[config.mk]
export PLATFORM = sky130hd
export DESIGN_NAME = smcs_queue
export DESIGN_NICKNAME = d
export VERILOG_FILES = /design/src/rtl/smcs_pkg.sv /design/src/rtl/smcs_queue.sv
export SDC_FILE = /design/constraint.sdc
export NUM_CORES = 1
export LEC_CHECK = 0
export BUFFER_PORTS_ARGS = -buffer_cell sky130_fd_sc_hd__buf_2
export CAP_MARGIN = 20
export CORE_MARGIN = 3
export CORE_UTILIZATION = 53
export CTS_CLUSTER_DIAMETER = 120
export DETAILED_ROUTE_END_ITERATION = 10
export GPL_TIMING_DRIVEN = 0
export HOLD_SLACK_MARGIN = 0.06
export MAX_ROUTING_LAYER = met4
export PLACE_DENSITY_LB_ADDON = 0.12
export SYNTH_ARGS = -nofsm -noshare
export SYNTH_HDL_FRONTEND = slang
export SYNTH_SLANG_ARGS = --single-unit
[constraint.sdc]
create_clock -name clk_i -period 4.15 [get_ports clk_i]
set_clock_uncertainty 0.15 [all_clocks]
set_input_delay 0.83 -clock clk_i [delete_from_list [all_inputs] [get_ports clk_i]]
set_output_delay 0.83 -clock clk_i [all_outputs]
set_load 0.1 [all_outputs]
[src/rtl/smcs_pkg.sv]
// Shared types and codes for the serial memory card slave.
// Used by the front decoder, the command queue and the back end.
`default_nettype none

package smcs_pkg;

  // op codes as they arrive on the input channel
  localparam logic [2:0] OP_START_WR  = 3'd0;
  localparam logic [2:0] OP_START_RD  = 3'd1;
  localparam logic [2:0] OP_RECV      = 3'd2;
  localparam logic [2:0] OP_XMIT      = 3'd3;
  localparam logic [2:0] OP_REWIND    = 3'd4;
  localparam logic [2:0] OP_STOP      = 3'd5;
  localparam logic [2:0] OP_CLR_DIRTY = 3'd6;

  // configuration register indexes
  localparam logic CFG_ATTACHED  = 1'b0;
  localparam logic CFG_SIZE_LOG2 = 1'b1;

  localparam logic [4:0] SIZE_LOG2_RESET = 5'd16;
  localparam logic [4:0] SIZE_LOG2_MIN   = 5'd2;
  localparam logic [7:0] DETACHED_BYTE   = 8'hFF;
  localparam int unsigned PTR_W = 16;

  typedef enum logic [2:0] {
    CMD_NOP,
    CMD_START_WR,
    CMD_START_RD,
    CMD_RECV,
    CMD_XMIT,
    CMD_REWIND,
    CMD_STOP,
    CMD_CLR_DIRTY
  } cmd_e;

  typedef struct packed {
    cmd_e       kind;
    logic [7:0] data;
  } cmd_t;

  typedef enum logic [1:0] {
    TXN_IDLE,
    TXN_WRITE,
    TXN_READ
  } txn_e;

  typedef enum logic [1:0] {
    PH_HIGH,
    PH_LOW,
    PH_DATA
  } phase_e;

  typedef enum logic {
    BK_IDLE,
    BK_EXEC
  } back_state_e;

endpackage

`default_nettype wire

[src/rtl/smcs_queue.sv]
// Two-entry command queue between the front decoder and the back end.
// Depends on smcs_pkg for the command word type.
`default_nettype none

module smcs_queue (
  input  wire             clk_i,
  input  wire             rst_ni,
  input  wire             push_i,
  input  smcs_pkg::cmd_t  push_cmd_i,
  output logic            full_o,
  input  wire             pop_i,
  output smcs_pkg::cmd_t  pop_cmd_o,
  output logic            empty_o
);
  import smcs_pkg::*;

  cmd_t       entry_q [2];
  logic       wr_ptr_q, wr_ptr_d;
  logic       rd_ptr_q, rd_ptr_d;
  logic [1:0] count_q, count_d;

  assign full_o    = (count_q == 2'd2);
  assign empty_o   = (count_q == 2'd0);
  assign pop_cmd_o = entry_q[rd_ptr_q];

  always_comb begin
    wr_ptr_d = wr_ptr_q;
    rd_ptr_d = rd_ptr_q;
    count_d  = count_q;
    if (push_i) begin
      wr_ptr_d = ~wr_ptr_q;
    end
    if (pop_i) begin
      rd_ptr_d = ~rd_ptr_q;
    end
    if (push_i && !pop_i) begin
      count_d = count_q + 2'd1;
    end else if (pop_i && !push_i) begin
      count_d = count_q - 2'd1;
    end
  end

  always_ff @(posedge clk_i or negedge rst_ni) begin
    if (!rst_ni) begin
      wr_ptr_q <= 1'b0;
      rd_ptr_q <= 1'b0;
      count_q  <= 2'd0;
    end else begin
      wr_ptr_q <= wr_ptr_d;
      rd_ptr_q <= rd_ptr_d;
      count_q  <= count_d;
    end
  end

  always_ff @(posedge clk_i) begin
    if (push_i) begin
      entry_q[wr_ptr_q] <= push_cmd_i;
    end
  end

endmodule

`default_nettype wire

* Yosys cells after proc, flatten, opt, wreduce, memory -nomap -nowiden *
Memory sizes are Yosys's and may differ from the RTL's.
Index checks and enable logic that the tools add are counted.

storage, ports and cells
  logic and storage cells = 19
  memories kept = 1
  input port bits = 15
  bits in writable memories = 22
  output and inout port bits = 13
  register bits = 4

cells by class
  reductions and logical operators = 6
  bitwise gates (word level) = 2
  equality and inequality tests = 1
  add/subtract/negate cells = 2
  mux-type cells = 4

memories
  memory   words  bits a word  rd ports  clocked after memory_dff  write ports  line              RTL
  entry_q  2      11           1         0                         1            smcs_queue.sv:17  cmd_t entry_q [2];

operator list
  cell                   number
  $mux W2                2
  $add A2 B1 Y2 const B  1
  $eq A2 B2 Y1 const B   1
  $logic_and A1 B1 Y1    2
  $logic_not A1 Y1       2
  $logic_not A2 Y1       1
  $mux W1                2
  $not A1 Y1             2
  $reduce_bool A2 Y1     1
  $sub A2 B1 Y2 const B  1

* Depth between registers and ports, before layout *
Gate-level depths: netlist of the first run.

  word-level depth = 4
  mapped depth = 5
  depth with buffers taken out = 5

* Worst setup path after synthesis of the first run *
No wires, ideal clock.

  path kind = register -> output
  from = register count_q[0]
  to = output port empty_o
  arrival = 1676 ps
  data required time = 3170 ps
  slack = 1494 ps
  stages on the path, launching flop included = 2
  buffers on the path = 0
  path through = dfrtp_1 -> nor2_1

between the ends
  cells in the longest elaborated chain, start to end = 1

RTL lines
  what                    line              RTL
  start, declared         smcs_queue.sv:20  logic [1:0] count_q, count_d;
  start signal, assigned  smcs_queue.sv:51  count_q <= count_d;
  $logic_not A2 Y1        smcs_queue.sv:23  assign empty_o = (count_q == 2'd0);
  end, declared           smcs_queue.sv:13  output logic empty_o

No other way between the ends.

==> metrics.yaml, run 1 <==
outcome:
  status: "completed"
grt:
  use_met3: 0.0211
  grt_use_met2: 0.244
  gr-usage-met1: 0.153
  antenna_found_initial: 0
  grt_pass1_vias: 570
  grt_max_degree: 15
  grt_use_total: 0.140
  grt-ovfl-total: 0
  grt_pass1_wl_mm: 2.46
  busiest_layer: "met2"
synth:
  seq_area_frac_synth: 0.747
  yosys.area.top_type: "edfxtp_1"
  ys_top_cells_by_area: "edfxtp_1 (65%), mux2_4 (13%), dfrtp_1 (9.8%)"
  avgSynthCellArea_um2: 20.4
  synthesis.instances: 50
  synth_top_area_frac: 0.649
  synth_cell_types: 13
  synth_area_mm2: 0.00102
  syn_nets: 66
  yosys_warnings: 0
  ys_ff_latch: 26
die:
  rows: 15
  start_util: 0.577
  io_pins: 28
  coreArea_mm2: 0.00176
  die_x_um: 49.8
  die_h_um: 49.8
  fp.dieArea_mm2: 0.00248
place:
  dpl_worst_slack_ns: 1.83
  hpwl_mm: 1.04
  io_buffers: 27
  routabilityCongestion: 0.641
  dp.cells: 102
critical_path:
  required_ns: 3.17
  critPathLaunchType: "flip-flop"
  cpMaxStageDelayCell: "dfrtp_1"
  path_buf_inv: 2
  critical_path.top_delay_family: "buffers and inverters"
  cp_max_fo: 10
  worst-setup-path-type: "reg -> out"
  max_stage_delay_ns: 0.44
  worstPathArrival_ns: 1.53
  end_kind: "primary output"
  cp_cell_sequence: "buf_6, mux2_4, buf_2"
timing:
  setup_viol: 0
  whs_ns: 0.150
  slew_viol_final: 0
  fin_ws_ns: 1.64
  tns_ns: 0
  relSlewSlack: 0.348
  fmax_mhz: 398
  hold_violations: 0
  rsz0062_at_grt: "false"
  worst_pin_slew_ns: 0.976
  period_minus_slack_ns: 2.51
  fin_crit_sh: 0.605
cells_and_area:
  antenna_cells: 0
  area_growth_pct: 19.9
  fin_nets: 98
  layout-drive-gt1-share: 0.543
  final_cells: 106
routing:
  wire_per_inst_um: 13.1
  wirelength_mm: 1.39
  drc_errors: 0
  vias: 517
  firstDrtPassIters: 4
  routed_via_density: 4.88
  drt_iter0_drc: 7
  drtAntennaViolNets: 0
clock_tree:
  cts_buffers: 3
  hold_buffers: 0
  cts_tree: "done"
  cts.htree.levels: 1
  clk_path_buf_depth: 2
  clockRootBuffer: "clkbuf_4"
  cts.repair.resized: 0
  post_cts_buffers: 0
  clk_pin_slew_ns: 0.12
  clkLatencyLatePin_ns: 0.31
  cts_sinks: 26
min_path:
  hold_class: "in -> async"
job:
  drv_cap: 0
## synthesized netlist by cell type
cell type	number
ha_1	1
mux2_2	2
edfxtp_1	22
mux2_4	9
inv_1	1
nor2b_1	1
and2b_2	1
xnor2_1	1
and2_1	1
buf_6	1
nor2_1	2
xor2_1	4
dfrtp_1	4
## worst paths after layout
path / startpoint / end / slack [ns] / depth (start not counted)
max: rd_ptr_q$_DFFE_PN0P_ / pop_cmd_o[5] / 1.64 / 3
min: rst_ni / count_q[0]$_DFFE_PN0P_ / 0.15 / 1
max reg2reg: wr_ptr_q$_DFFE_PN0P_ / entry_q[0][8]$_DFFE_PP_ / 2.45 / 1
min reg2reg: count_q[1]$_DFFE_PN0P_ / count_q[1]$_DFFE_PN0P_ / 0.36 / 1
max in group asynchronous: rst_ni / count_q[1]$_DFFE_PN0P_ / 3.58 / 1
min in group clk_i: count_q[1]$_DFFE_PN0P_ / count_q[1]$_DFFE_PN0P_ / 0.36 / 1
## stage by stage
stage	cell area [µm²]	utilization
2_1_floorplan	1020	-
6_report	1220	0.692
3_3_place_gp	1180	0.672
5_1_grt	1220	0.692
3_5_place_dp	1180	0.672
4_1_cts	1220	0.692
## layout by cell type, fill, tap and decap left out, drive strengths merged
master | netlist | layout
clkbuf | 0 | 4
and2 | 1 | 1
inv | 1 | 1
nor2b | 1 | 1
dfrtp | 4 | 4
nor2 | 2 | 2
and2b | 1 | 1
ha | 1 | 1
xor2 | 4 | 4
buf | 1 | 28
xnor2 | 1 | 1
mux2 | 11 | 11
edfxtp | 22 | 22
## per-layer routing
metal	vias to the layer above	routed length [µm]
met5	-	0
met4	0	25
met3	4	73
met2	21	733
met1	248	555
li1	244	-
## cell type report
cell class                 instances  area, µm²
buffer                             1       11.3
clock buffer                       4       36.3
fill                             144        543
inverter                           1       3.75
multi-input combinational         22        243
sequential                        26        761
tap                               25       31.3
timing repair buffer              27        135
## registers in the layout (all words and copies together) (netlist names)
signal	flops
entry_q	22
rd_ptr_q	1
count_q	2
wr_ptr_q	1
## cells by family after synthesis
family                     count (synthesis)  synth area share
xor gates and xnor gates                   5            0.0430
adders and majority gates                  1            0.0123
buffers and inverters                      2            0.0147
and+or+nand+nor                            5            0.0283
muxes                                     11             0.155
DFF                                       26             0.747
Power of run 1 is left out: the tool's default activity adds up to more than one toggle a clock period on the data nets, which glitch-free logic cannot reach.
==> run 2: changes to the inputs <==
CORE_UTILIZATION = 49   (was 53)
clock period = 2.6 ns   (was 4.15 ns; I/O delays follow)
==> run 2 against run 1 <==
Effect of this change: global-route usage shrank 3.0 points; worst hold slack gained 0.096 ns; routed wire length shrank 3.7%; utilization shrank 3.0 points; setup slack lost 1.2 ns; die area grew 7.2%; cell count is the same; register-to-register slack lost 1.6 ns; largest cell class unchanged; count of clock-buffer cells in the layout shrank 1; first-iteration DRC count grew 43%; via count shrank 1.2%.
==> metrics.yaml, run 2 (synthesized netlist as in run 1, its figures left out) <==
outcome:
  status: "completed"
cells_and_area:
  largest_reg_flops: 22
  num-fill-cells: 153
  top_register: "entry_q"
  layout_common_cells: "buf_2 (27), edfxtp_1 (22), mux2_4 (9)"
  layout-drive-gt1-share: 0.531
  final_cells: 106
  multiInputGateArea_um2: 243
  top_regs: "entry_q: 22 flops, count_q: 2 flops"
  fin_nets: 99
  antenna_cells: 0
  area_growth_pct: 19.5
  seq_area_um2: 761
  layout_commonest_cell: "buf_2"
job:
  drv_cap: 0
place:
  hpwl_um: 998
  dp.cells: 102
  io_buffers: 27
  routabilityCongestion: 0.652
timing:
  relSlewSlack: 0.357
  worst_pin_slew_ns: 0.963
  slew_viol_final: 0
  fmax_mhz: 454
  tns_ns: 0
  period_minus_slack_ns: 2.21
  rsz0062_at_grt: "false"
  fin_crit_sh: 0.848
  hold_violations: 0
  setup_viol: 0
clock_tree:
  clkLatencyLatePin_ns: 0.30
  clockRootBuffer: "clkbuf_4"
  clk_pin_slew_ns: 0.12
  cts_sinks: 26
  clk_path_buf_depth: 2
  cts_buffers: 3
  cts_tree: "done"
  cts.htree.levels: 1
die:
  fp.dieArea_mm2: 0.00266
  rows: 15
  coreArea_mm2: 0.00184
  io_pins: 28
  die_h_um: 51.6
  start_util: 0.554
  die_x_um: 51.6
routing:
  drt_iter0_drc: 10
  routed_via_density: 4.82
  drc_errors: 0
  wirelength_mm: 1.34
  drtAntennaViolNets: 0
  vias: 511
  firstDrtPassIters: 3
  wire_per_inst_um: 12.6
critical_path:
  end_kind: "primary output"
  critical_path.top_delay_family: "buffers and inverters"
  max_stage_delay_ns: 0.44
  cp_cell_sequence: "buf_6, mux2_4, buf_2"
  cp_num_cells: 3
  crit_start: "rd_ptr_q$_DFFE_PN0P_"
  worst-setup-path-type: "reg -> out"
  r2r_start: "wr_ptr_q$_DFFE_PN0P_"
  cp_max_fo: 10
  required_ns: 1.93
  path_buf_inv: 2
  cpMaxStageDelayCell: "dfrtp_1"
  worstPathArrival_ns: 1.54
  rr_worst_depth: 1
  critPathLaunchType: "flip-flop"
min_path:
  min_from: "push_cmd_i[9]"
  min_path_cells: 1
  hold_class: "in -> reg"
grt:
  grt_pass1_vias: 468
  grt_pass1_wl_mm: 2.06
  grt-ovfl-total: 0
  grt_max_degree: 14
  grt_use_total: 0.109
  antenna_found_initial: 0
[run 2: cell types whose count changed in the layout (fill, tap and decap cells not counted), sizes merged]
cell | previous run | this run
clkbuf | 4 | 3
dlygate4sd3 | 0 | 1
[run 2: area by class of cell]
cell class,instances,area share
clock buffer,3,0.0185
sequential,26,0.625
timing repair buffer,28,0.119
tap,25,0.0257
buffer,1,0.00925
multi-input combinational,22,0.199
inverter,1,0.00308
[run 2: worst paths after layout]
check	end	slack, ns
max	pop_cmd_o[8]	0.39
min	entry_q[0][9]$_DFFE_PP_	0.25
max reg2reg	entry_q[0][7]$_DFFE_PP_	0.90
min reg2reg	wr_ptr_q$_DFFE_PN0P_	0.36
max in group asynchronous	count_q[0]$_DFFE_PN0P_	1.79
min in group asynchronous	wr_ptr_q$_DFFE_PN0P_	0.39
[run 2: layer usage]
metal / wire, µm / up-vias / share of wire / GRT usage
met2: 701 / 19 / 0.52 / 0.189
met4: 8 / 0 / 0.0060 / 0.0393
met3: 82 / 2 / 0.061 / 0.0287
met5: 0 / - / 0 / -
li1: - / 245 / - / -
met1: 543 / 245 / 0.41 / 0.122
[run 2: stage by stage]
stage	util	worst slack, ns	area (µm²)	hold slack, ns
floorplan	-	0.254	1020	0.0744
global placement	0.644	0.609	1180	0.179
detailed placement	0.644	0.616	1180	0.186
CTS	0.662	0.375	1220	0.236
global route	0.662	0.326	1220	0.227
finish	0.662	0.395	1220	0.246
[run 2: what timing repair did]
item                                   CTS  global route
endpoints found under the hold margin    4             0
gates resized for setup                  0             0
hold buffers                             1             0
setup buffers                            0             0
Power of run 2 is left out for the same reason.
==> run 3: changes to the inputs <==
clock period = 2.22 ns   (was 2.6 ns; I/O delays follow)
==> run 3 against run 2 <==
Effect of this change: setup slack worse by 0.31 ns; non-clock buffer count stayed put; flip-flop and latch count stayed put; count of clock-buffer cells in the layout is 1 higher; largest cell class unchanged; highest routed layer unchanged.
==> metrics.yaml, run 3 (synthesized netlist as in run 1, its figures left out) <==
outcome:
  status: "completed"
critical_path:
  cpMaxStageDelayCell: "dfrtp_1"
  crit_start: "rd_ptr_q$_DFFE_PN0P_"
  critical_path.top_delay_family: "buffers and inverters"
  cp_cell_sequence: "buf_6, mux2_4, buf_2"
  rrSetupSlack_ns: 0.50
  r2r_start: "wr_ptr_q$_DFFE_PN0P_"
  end_kind: "primary output"
  rr_worst_depth: 1
  worstPathArrival_ns: 1.54
  worst-setup-path-type: "reg -> out"
  critPathLaunchType: "flip-flop"
  cp_max_fo: 10
  cp_num_cells: 3
  required_ns: 1.63
  path_buf_inv: 2
  r2r-end: "entry_q[0][4]$_DFFE_PP_"
  max_stage_delay_ns: 0.44
  endpoint: "pop_cmd_o[0]"
routing:
  drc_errors: 0
  drtAntennaViolNets: 0
  wl_met2_um: 709
  routed.top_layer: "met4"
  wl_met1_um: 574
  wire_per_inst_um: 12.8
  firstDrtPassIters: 3
  vias: 514
  routed_via_density: 4.80
  wirelength_mm: 1.37
  drt_iter0_drc: 7
  dr_wl_met3_um: 60
die:
  rows: 15
  io_pins: 28
  die_x_um: 51.6
  fp.dieArea_mm2: 0.00266
  start_util: 0.554
  die_h_um: 51.6
  coreArea_mm2: 0.00184
cells_and_area:
  top_regs: "entry_q: 22 flops, count_q: 2 flops"
  area_growth_pct: 20.1
  largest_reg_flops: 22
  fin_nets: 99
  antenna_cells: 0
  finalCoreUtilization: 0.665
  layout_commonest_cell: "buf_2"
  top_register: "entry_q"
  layout_common_cells: "buf_2 (27), edfxtp_1 (22), mux2_4 (9)"
  layout-drive-gt1-share: 0.537
grt:
  grt_use_total: 0.125
  grt_max_degree: 15
  grt_pass1_wl_mm: 2.28
  antenna_found_initial: 0
  grt-ovfl-total: 0
  grt_pass1_vias: 530
place:
  routabilityCongestion: 0.670
  hpwl_mm: 1.02
  io_buffers: 27
clock_tree:
  clk_pin_slew_ns: 0.12
  cts.htree.levels: 1
  clkLatencyLatePin_ns: 0.31
  post_cts_buffers: 0
  cts_tree: "done"
  cts_sinks: 26
  clk_path_buf_depth: 2
  clockRootBuffer: "clkbuf_4"
  cts_buffers: 3
timing:
  slew_viol_final: 0
  fmax_mhz: 469
  worst_pin_slew_ns: 0.991
  tns_ns: 0
  rsz0062_at_grt: "false"
  period_minus_slack_ns: 2.13
  hold_violations: 0
  fin_crit_sh: 0.961
  setup_viol: 0
  relSlewSlack: 0.338
  whs_ns: 0.155
min_path:
  min_from: "pop_i"
  hold_class: "in -> reg"
job:
  drv_cap: 0
==> run 3: changes by cell type in the layout (fill, tap and decap cells not counted) <==
cell | before | now
nor2_1 | 2 | 1
clkbuf_1 | 0 | 1
nor2_2 | 0 | 1
==> run 3: area by class of cell <==
type / count / area, µm²
fillers: 147 / 616
flip-flops and latches: 26 / 761
inverters: 1 / 3.75
multi-input cells: 22 / 245
plain buffers: 1 / 11.3
clock buffers: 4 / 26.3
repair buffers: 28 / 145
well taps: 25 / 31.3
==> run 3: how the worst min path moves through the flow <==
stage	endpoint	slack, ns	cells after the start
global placement	count_q[0]$_DFFE_PN0P_	0.10	1
detailed placement	count_q[0]$_DFFE_PN0P_	0.1	1
global route	entry_q[0][4]$_DFFE_PP_	0.14	1
floorplan	count_q[0]$_DFFE_PN0P_	-0.002	0
CTS	rd_ptr_q$_DFFE_PN0P_	0.14	2
finish	rd_ptr_q$_DFFE_PN0P_	0.15	2
==> run 3: what timing repair did <==
action / CTS / global route
hold buffers: 1 / 0
gates resized for setup: 0 / 0
hold endpoints to repair: 4 / 0
==> run 3: metal layers <==
| layer | vias up | GRT usage |
|---|---|---|
| met3 | 2 | 0.0258 |
| met1 | 246 | 0.143 |
| met4 | 0 | 0.0655 |
| met2 | 19 | 0.208 |
| met5 | - | - |
| li1 | 247 | - |
==> run 3: stage by stage <==
step	area (µm²)	std cells	setup WS [ns]
2_1_floorplan	1020	50	0.405
3_3_place_gp	1190	102	0.308
3_5_place_dp	1190	102	0.274
4_1_cts	1220	107	0.0631
5_1_grt	1220	107	0.00447
6_report	1220	107	0.0875
Power of run 3 is left out for the same reason.
